[config.mk]
export PLATFORM = sky130hd
export DESIGN_NAME = gtm_ctrl
export DESIGN_NICKNAME = d
export VERILOG_FILES = /design/src/rtl/core/gtm_pkg.sv /design/src/rtl/core/gtm_ctrl.sv
export SDC_FILE = /design/constraint.sdc
export NUM_CORES = 1
export LEC_CHECK = 0
export BUFFER_PORTS_ARGS = -buffer_cell sky130_fd_sc_hd__buf_2
export CAP_MARGIN = 25
export CORE_UTILIZATION = 47
export DETAILED_ROUTE_END_ITERATION = 7
export GPL_TIMING_DRIVEN = 0
export HOLD_SLACK_MARGIN = 0.08
export PLACE_DENSITY_LB_ADDON = 0.15
export REMOVE_ABC_BUFFERS = 1
export SYNTH_ARGS = -nofsm -noshare
export SYNTH_HDL_FRONTEND = slang
export SYNTH_SLANG_ARGS = --single-unit
[constraint.sdc]
create_clock -name clk -period 7.4 [get_ports clk]
set_clock_uncertainty 0.1 [all_clocks]
set_input_delay 0.37 -clock clk [delete_from_list [all_inputs] [get_ports clk]]
set_output_delay 0.37 -clock clk [all_outputs]
set_load 0.02 [all_outputs]
[src/rtl/core/gtm_pkg.sv]
// Shared types, register codes and helpers for the growth trend monitor.
`timescale 1ns / 1ps

package gtm_pkg;

  localparam int KEY_W    = 22;
  localparam int SAMPLE_W = 31;
  localparam int COUNT_W  = 16;
  localparam int CFG_IDX_W = 2;

  localparam logic [CFG_IDX_W-1:0] CFG_WATCH_UNIQUE     = 2'd0;
  localparam logic [CFG_IDX_W-1:0] CFG_RISE_RUN_NEEDED  = 2'd1;
  localparam logic [CFG_IDX_W-1:0] CFG_PEAK_ALARM_LIMIT = 2'd2;

  localparam logic [COUNT_W-1:0] RISE_RUN_RESET = 16'd3;
  localparam logic [COUNT_W-1:0] PEAK_LIMIT_RESET = 16'd3;

  typedef struct packed {
    logic [KEY_W-1:0]    key;
    logic [SAMPLE_W-1:0] last_value;
    logic [SAMPLE_W-1:0] peak_value;
    logic [COUNT_W-1:0]  rise_run;
    logic [COUNT_W-1:0]  peak_tally;
    logic                exempt_mark;
  } entry_t;

  typedef struct packed {
    logic               watch_unique;
    logic [COUNT_W-1:0] rise_run_needed;
    logic [COUNT_W-1:0] peak_alarm_limit;
  } cfg_t;

  typedef struct packed {
    logic leak_alarm;
    logic table_full;
    logic created;
  } result_t;

  function automatic logic [COUNT_W-1:0] sat_inc(input logic [COUNT_W-1:0] v);
    sat_inc = (v == {COUNT_W{1'b1}}) ? v : v + COUNT_W'(1);
  endfunction

endpackage

[src/rtl/core/gtm_ctrl.sv]
// Sequencer: key scan over the entry memory, entry update or creation, result hand-off.
`timescale 1ns / 1ps

module gtm_ctrl import gtm_pkg::*; #(
  parameter int ENTRIES = 64,
  parameter int IDX_W   = 6,
  parameter int CNT_W   = 7
) (
  input  logic                clk,
  input  logic                rst,
  input  cfg_t                cfg,
  input  logic                in_valid,
  output logic                in_stall,
  input  logic [KEY_W-1:0]    proc_id,
  input  logic [SAMPLE_W-1:0] proportional_size,
  input  logic [SAMPLE_W-1:0] unique_size,
  input  logic                exempt,
  output logic                res_valid,
  output result_t             res,
  input  logic                res_take,
  output logic                mem_we,
  output logic [IDX_W-1:0]    mem_waddr,
  output entry_t              mem_wdata,
  output logic [IDX_W-1:0]    mem_raddr,
  input  entry_t              mem_rdata
);

  typedef enum logic [4:0] {
    S_IDLE   = 5'b00001,
    S_SCAN   = 5'b00010,
    S_UPDATE = 5'b00100,
    S_CREATE = 5'b01000,
    S_FINISH = 5'b10000
  } state_t;

  state_t state, state_next;

  logic [CNT_W-1:0]    fill;       // entries are never freed: valid == index < fill
  logic [IDX_W-1:0]    ptr;
  logic [IDX_W-1:0]    hit_idx;
  logic [KEY_W-1:0]    item_key;
  logic [SAMPLE_W-1:0] item_n;
  logic                item_ex;
  entry_t              ent;
  result_t             res_reg;

  logic                accept;
  logic                key_hit;
  logic                scan_last;
  logic [COUNT_W-1:0]  run_a;
  logic                new_peak;
  logic                bump;
  entry_t              upd;
  entry_t              fresh;

  assign accept    = in_valid && !in_stall;
  assign in_stall  = (state != S_IDLE);
  assign key_hit   = (mem_rdata.key == item_key);
  assign scan_last = ((CNT_W'(ptr) + CNT_W'(1)) == fill);

  // read pipeline: entry ptr is on rdata while ptr+1 is being fetched
  assign mem_raddr = (state == S_SCAN) ? ptr + IDX_W'(1) : '0;

  always_comb begin
    new_peak = (ent.peak_value < item_n);
    if (ent.last_value < item_n) begin
      run_a = sat_inc(ent.rise_run);
    end else if (ent.last_value > item_n) begin
      run_a = '0;
    end else begin
      run_a = ent.rise_run;
    end
    bump = (run_a >= cfg.rise_run_needed) && new_peak;
    upd             = ent;
    upd.last_value  = item_n;
    upd.rise_run    = bump ? '0 : run_a;
    upd.peak_tally  = bump ? sat_inc(ent.peak_tally) : ent.peak_tally;
    upd.peak_value  = new_peak ? item_n : ent.peak_value;
  end

  always_comb begin
    fresh.key         = item_key;
    fresh.last_value  = item_n;
    fresh.peak_value  = item_n;
    fresh.rise_run    = COUNT_W'(1);
    fresh.peak_tally  = '0;
    fresh.exempt_mark = item_ex;
  end

  always_comb begin
    mem_we    = 1'b0;
    mem_waddr = hit_idx;
    mem_wdata = upd;
    if (state == S_UPDATE) begin
      mem_we = 1'b1;
    end else if (state == S_CREATE && fill != CNT_W'(ENTRIES)) begin
      mem_we    = 1'b1;
      mem_waddr = fill[IDX_W-1:0];
      mem_wdata = fresh;
    end
  end

  always_comb begin
    state_next = state;
    unique case (state)
      S_IDLE: begin
        if (accept) begin
          state_next = (fill == '0) ? S_CREATE : S_SCAN;
        end
      end
      S_SCAN: begin
        if (key_hit) begin
          state_next = S_UPDATE;
        end else if (scan_last) begin
          state_next = S_CREATE;
        end
      end
      S_UPDATE: state_next = S_FINISH;
      S_CREATE: state_next = S_FINISH;
      S_FINISH: begin
        if (res_take) begin
          state_next = S_IDLE;
        end
      end
      default: state_next = S_IDLE;
    endcase
  end

  always_ff @(posedge clk) begin
    if (rst) begin
      state <= S_IDLE;
      fill  <= '0;
    end else begin
      state <= state_next;
      if (mem_we && state == S_CREATE) begin
        fill <= fill + CNT_W'(1);
      end
    end
  end

  always_ff @(posedge clk) begin
    if (accept) begin
      item_key <= proc_id;
      item_n   <= cfg.watch_unique ? unique_size : proportional_size;
      item_ex  <= exempt;
      ptr      <= '0;
    end
    if (state == S_SCAN) begin
      if (key_hit) begin
        ent     <= mem_rdata;
        hit_idx <= ptr;
      end else begin
        ptr <= ptr + IDX_W'(1);
      end
    end
    if (state == S_UPDATE) begin
      res_reg.leak_alarm <= !ent.exempt_mark && (upd.peak_tally >= cfg.peak_alarm_limit);
      res_reg.table_full <= 1'b0;
      res_reg.created    <= 1'b0;
    end
    if (state == S_CREATE) begin
      if (fill == CNT_W'(ENTRIES)) begin
        res_reg.leak_alarm <= 1'b0;
        res_reg.table_full <= 1'b1;
        res_reg.created    <= 1'b0;
      end else begin
        // fresh entry has a zero tally
        res_reg.leak_alarm <= !item_ex && (cfg.peak_alarm_limit == '0);
        res_reg.table_full <= 1'b0;
        res_reg.created    <= 1'b1;
      end
    end
  end

  assign res_valid = (state == S_FINISH);
  assign res       = res_reg;

  a_fill_bound: assert property (@(posedge clk) disable iff (rst)
    fill <= CNT_W'(ENTRIES))
    else $error("fill count beyond table size");

  a_scan_in_range: assert property (@(posedge clk) disable iff (rst)
    (state == S_SCAN) |-> (CNT_W'(ptr) < fill))
    else $error("scan pointer past filled entries");

  a_create_grows: assert property (@(posedge clk) disable iff (rst)
    (state == S_CREATE && fill != CNT_W'(ENTRIES)) |=> (fill == $past(fill) + CNT_W'(1)))
    else $error("created entry did not advance fill count");

  a_full_only_when_full: assert property (@(posedge clk) disable iff (rst)
    (res_valid && res.table_full) |-> (fill == CNT_W'(ENTRIES) && !res.created && !res.leak_alarm))
    else $error("table_full result with free entries");

endmodule

# Word-level counts from Yosys, hierarchy flattened
# Index checks and enable logic that the tools add are counted.
# classes
reduce_logical,15
order_cmp,5
mux,27
n_eq_ne,15
addsub,5
# op_table
operator,n
$mux W117,2
$mux W16,6
$lt A31 B31 Y1,2
$mux W31,2
$mux W6,6
$add A16 B1 Y16 const B,2
$eq A16 B16 Y1 const B,2
$ge A16 B16 Y1,2
$gt A31 B31 Y1,1
$eq A22 B22 Y1,1
$mux W5,4
$pmux W5 S4,1
$logic_not A16 Y1,1
$mux W3,3
$add A6 B1 Y7 const B,1
$add A7 B1 Y7 const B,1
$eq A7 B7 Y1,1
$eq A7 B7 Y1 const B,1
$logic_not A7 Y1,1
$ne A7 B7 Y1 const B,1
$add A6 B1 Y6 const B,1
$logic_and A1 B1 Y1,6
$eq A5 B1 Y1 const B,1
$eq A5 B2 Y1 const B,1
14 further kinds,17
# totals
word_cells,83
output_inout_bits,135
register_bits,198
inputBits,239

# Logic depth before layout (Yosys ltp)
# logic_depth
depth_word,10
depth_mapped,27
depth_no_buf,25

# Worst setup path before layout
# OpenSTA, ideal clock, no wires.
# synth_timing
path_type,register to register
start,reg item_key[16]
end,reg ent[0] (netlist name) (enable)
path_slack_ns,0.493
setup_ns,0.607
period_less_slack_ns,6.907
path_stages_with_launch,6
n_path_buf,0
t_arrival_ns,6.200
required_ns,6.693
cell_sequence,edfxtp_1 xnor2_1 nand4_1 nor4_1 nand4_1 nor2_1
# synth_between
elab_chain_cells,2
# synth_rtl
element,line,rtl
"start, declared",gtm_ctrl.sv:41,logic [KEY_W-1:0] item_key;
"start signal, assigned",gtm_ctrl.sv:143,item_key <= proc_id;
$eq A22 B22 Y1,gtm_ctrl.sv:58,assign key_hit = (mem_rdata.key == item_key);
$reduce_and A2 Y1 (no source line),--,
"end signal, assigned",gtm_ctrl.sv:150,ent <= mem_rdata;
"end, declared",gtm_ctrl.sv:44,entry_t ent;
# No other way between the ends.
# A chain may end at the register's enable or synchronous reset.

# Final worst setup path
# layout_timing
start,reg item_n[20]
end,"reg res_reg, in the netlist res[2], data pin"
# layout_between
elab_chain_cells,10
word_cells_on_any_way,12
classes_between,order compare: 5; mux: 5; reduce/logical: 2
# layout_rtl
element,line,rtl
"start, declared",gtm_ctrl.sv:42,logic [SAMPLE_W-1:0] item_n;
"start signal, assigned",gtm_ctrl.sv:144,item_n <= cfg.watch_unique ? unique_size : proportional_size;
$gt A31 B31 Y1,gtm_ctrl.sv:68,end else if (ent.last_value > item_n) begin
$mux W16,gtm_ctrl.sv:68,
$mux W16,gtm_ctrl.sv:66,if (ent.last_value < item_n) begin
$ge A16 B16 Y1,gtm_ctrl.sv:73,bump = (run_a >= cfg.rise_run_needed) && new_peak;
$logic_and A1 B1 Y1 *,gtm_ctrl.sv:73,
$mux W16 *,gtm_ctrl.sv:77,upd.peak_tally = bump ? sat_inc(ent.peak_tally) : ent.peak_tally;
$ge A16 B16 Y1 *,gtm_ctrl.sv:157,res_reg.leak_alarm <= !ent.exempt_mark && (upd.peak_tally >= cfg.peak_alarm_limit);
$logic_and A1 B1 Y1 *,gtm_ctrl.sv:157,
$mux W3 *,gtm_ctrl.sv:156,if (state == S_UPDATE) begin
$mux W3 *,gtm_ctrl.sv:161,if (state == S_CREATE) begin
"end, declared",gtm_ctrl.sv:45,result_t res_reg;
# Mark *: on every way between the ends. The rest lies on a longest branch, timed or not. The select of a mux whose other input is x is not followed.

==> flow_metrics.tcl <==
set metrics [dict create \
    fmax_mhz 147 \
    vias 9690 \
    wl_um 31200 \
    async_flop_share_pct 0 \
    antenna_cells 0 \
    cp-start-kind "flip-flop" \
    drv_slew 0 \
    worstSetupPathType "reg2reg" \
    yosys_register_bits 198 \
    clock_latency_ns 0.45 \
    synth_area_per_cell_um2 11.2 \
    synthCells 1021 \
    chipHeight_um 158 \
    cts.path.max_buffers 2 \
    portBuffers 373 \
    ioPinCount 374 \
    die_w_um 158 \
    pwr-share-clk_pct 28.7 \
    first_pass_iters 5 \
    reg_top3 "ent: 117 flops, item_n: 31 flops, item_key: 22 flops" \
    ys.flop_type "edfxtp_1" \
    synth_cell_types 65 \
    worstPathArrival_ns 6.85 \
    dp_cells 1690 \
    grt-ovfl-total 0 \
    post-dp-hpwl_um 23500 \
    grt_pass1_wl_um 47800 \
    syn_area_um2 11400 \
    clk_pin_slew_ns 0.08 \
    rsz0062_at_grt "no" \
    min_period_ns 6.79 \
    largest_register_ffs 117 \
    leakage_nw 6.87 \
    cts_setup_buffers 0 \
    seqPwrFrac_pct 40.4 \
    syn_to_final_growth_pct 38.0 \
    coreArea_um2 23600 \
    finalNetCount 1867 \
    first_global_vias 9603 \
    cts_made_buffers 17 \
    gp_congestion 0.919 \
    pwr_density_cell_nw_per_um2 218 \
    status "finished, final reports clean" \
    htree_num_levels 4 \
    ant_nets 0 \
    grt_max_degree 50 \
    tightest_slew_ns 1.08 \
    crit_fanout 15 \
    slew_headroom_pct 27.6 \
    cp.required_ns 7.46 \
    viasPerCell 5.20 \
    yosysSeqAreaShare_pct 50.6 \
    drt_iter0_markers 548 \
    post-route-period-util_pct 91.7 \
    die_area_um2 24900 \
    top_register "ent" \
    ys_warn_count 0 \
    initial_utilization_pct 48.2 \
    stdcell_count 1862 \
    p_comb_share_pct 30.9 \
    intPower_mw 2.24 \
    drive_above_1_share_pct 32.1 \
    worstSetupEndpointType "flip-flop" \
    cts_sinks 198 \
    drc 0 \
    hp-class "in2reg" \
    fillerInstances 1835 \
    final-hold-violation-count 0 \
    synth_enable_flop_cells 180 \
    row_count 56 \
    setup_violations 0 \
    antenna_found_initial 0 \
    grt_usage_pct 25.3 \
    fin_tns_setup_ns 0 \
    cts_tree "built" \
    swShare_pct 34.3 \
    cts-root-buf "clkbuf_16" \
    ir_drop_mv 0.153 \
    p_switching_mw 1.17 \
    cap_violations 0 \
    wl_per_cell_um 16.8 \
]
[cells by family (layout without fill, tap and decap cells)]
kind of cell | Yosys count | count (layout) | synth area share (%)
AND/OR/NAND/NOR | 351 | 351 | 15.7
flip-flops | 198 | 198 | 50.6
AO/OA/AOI/OAI | 152 | 152 | 8.63
buffers and inverters | 104 | 626 | 3.71
adder cells (fa/ha/maj) | 98 | 98 | 10.8
multiplexers | 73 | 73 | 7.12
XOR/XNOR | 45 | 45 | 3.46
[power by group through the flow]
stage          combinational, mW  sequential [mW]  clock, mW
4_1_cts                     1.06             1.38       1.01
2_1_floorplan              0.585             1.44          0
3_3_place_gp               0.974             1.41          0
6_report                    1.06             1.38      0.981
5_1_grt                     1.16             1.39       1.04
3_5_place_dp               0.997             1.40          0
[cells in the final DEF (no fill, tap or decap), drive strengths merged, types with 4 or more instances in the layout]
cell type,instances
mux2,64
nand2,148
clkbuf,17
nor3,19
a31oi,7
nand2b,12
o21ai,36
buf,379
xnor2,26
dfxtp,18
or3,14
mux2i,9
nor2,39
clkinv,6
o31ai,4
a211oi,19
dlygate4sd3,140
edfxtp,180
a21oi,40
a21o,14
a31o,5
ha,98
nor2b,5
or4,4
xor2,19
nand3,29
and3,13
and4,9
nor4,17
and2,5
o211ai,7
nand4,26
inv,83
[cells in the mapped netlist (all sizes together) (13+ instances only)]
master	n	area share, %
mux2	64	6.3
a21oi	40	1.8
inv	75	2.5
or3	14	0.81
o21ai	36	1.6
dfxtp	18	3.2
nand4	26	1.4
nand3	29	1.3
edfxtp	180	47
nor4	17	1.0
a21o	14	0.92
buf	17	0.85
nor2	39	1.4
nand2	148	4.9
xnor2	26	2.0
a211oi	19	1.3
and3	13	0.71
xor2	19	1.5
nor3	19	1.2
ha	98	11
[worst paths after layout]
kind                   startpoint                   end  slack (ns)  depth (start not counted)
max          item_n[20]$_DFFE_PP_      res[2]$_DFFE_PP_        0.61                         24
max reg2reg  item_n[20]$_DFFE_PP_      res[2]$_DFFE_PP_        0.61                         24
min reg2reg        ptr[1]$_DFF_P_  hit_idx[1]$_DFFE_PP_        0.41                          0
min          proportional_size[1]   item_n[1]$_DFFE_PP_        0.13                          2
[final cells by class]
class                           instances  area [um2]  area share, %
Clock buffer                           17         425           2.71
Clock inverter                         15         220           1.40
Inverter                               75         282           1.79
Multi-Input combinational cell        719        5220           33.2
Sequential cell                       198        5770           36.7
Tap cell                              319         399           2.54
Timing Repair Buffer                  519        3400           21.7
[metal layers]
layer	up-vias	GRT usage, %	routed length, um
li1	4800	-	-
met1	4434	29.3	12300
met2	400	46.0	16000
met3	56	4.76	2140
met4	0	9.43	835
met5	-	0	0
[worst max-delay path, cell delays in order, from the launching register on]
cell and delay, ns:
edfxtp_1 0.46, inv_1 0.10, ha_1 0.33, a21oi_2 0.14, o21ai_1 0.08, a221oi_1 0.31
o211ai_1 0.47, or3_4 0.62, o211ai_1 0.24, nand2_1 0.08, ha_1 0.32, and4_1 0.18
o21ai_0 0.07, nor4_1 0.36, o311a_1 0.45, nor2_8 0.12, nor2_1 0.79, a21oi_1 0.17
ha_1 0.24, a21o_1 0.15, a21o_1 0.17, a21oi_1 0.12, o21ai_0 0.11, a22oi_1 0.16
o21ai_0 0.16
[what timing repair did]
action | in CTS | in global routing
hold endpoints to repair | 140 | 0
endpoints found under the setup margin | 0 | 2
gates resized for setup | 0 | 2
hold buffers | 140 | 0
[metrics by stage]
| stage | total power, mW | area, um2 | setup slack [ns] | utilization, % | hold WS (ns) |
|---|---|---|---|---|---|
| global route | 3.59 | 15700 | 0.0117 | 66.5 | 0.108 |
| finish | 3.42 | 15700 | 0.612 | 66.5 | 0.129 |
| CTS | 3.45 | 15700 | 0.115 | 66.5 | 0.108 |
| floorplan | 2.03 | 11200 | 0.493 | - | 0.339 |
| global placement | 2.38 | 13500 | -2.67 | 57.2 | 0.380 |
| detailed placement | 2.40 | 13700 | 0.163 | 57.8 | 0.381 |
Note: power is estimated with default switching activity, not from simulation.
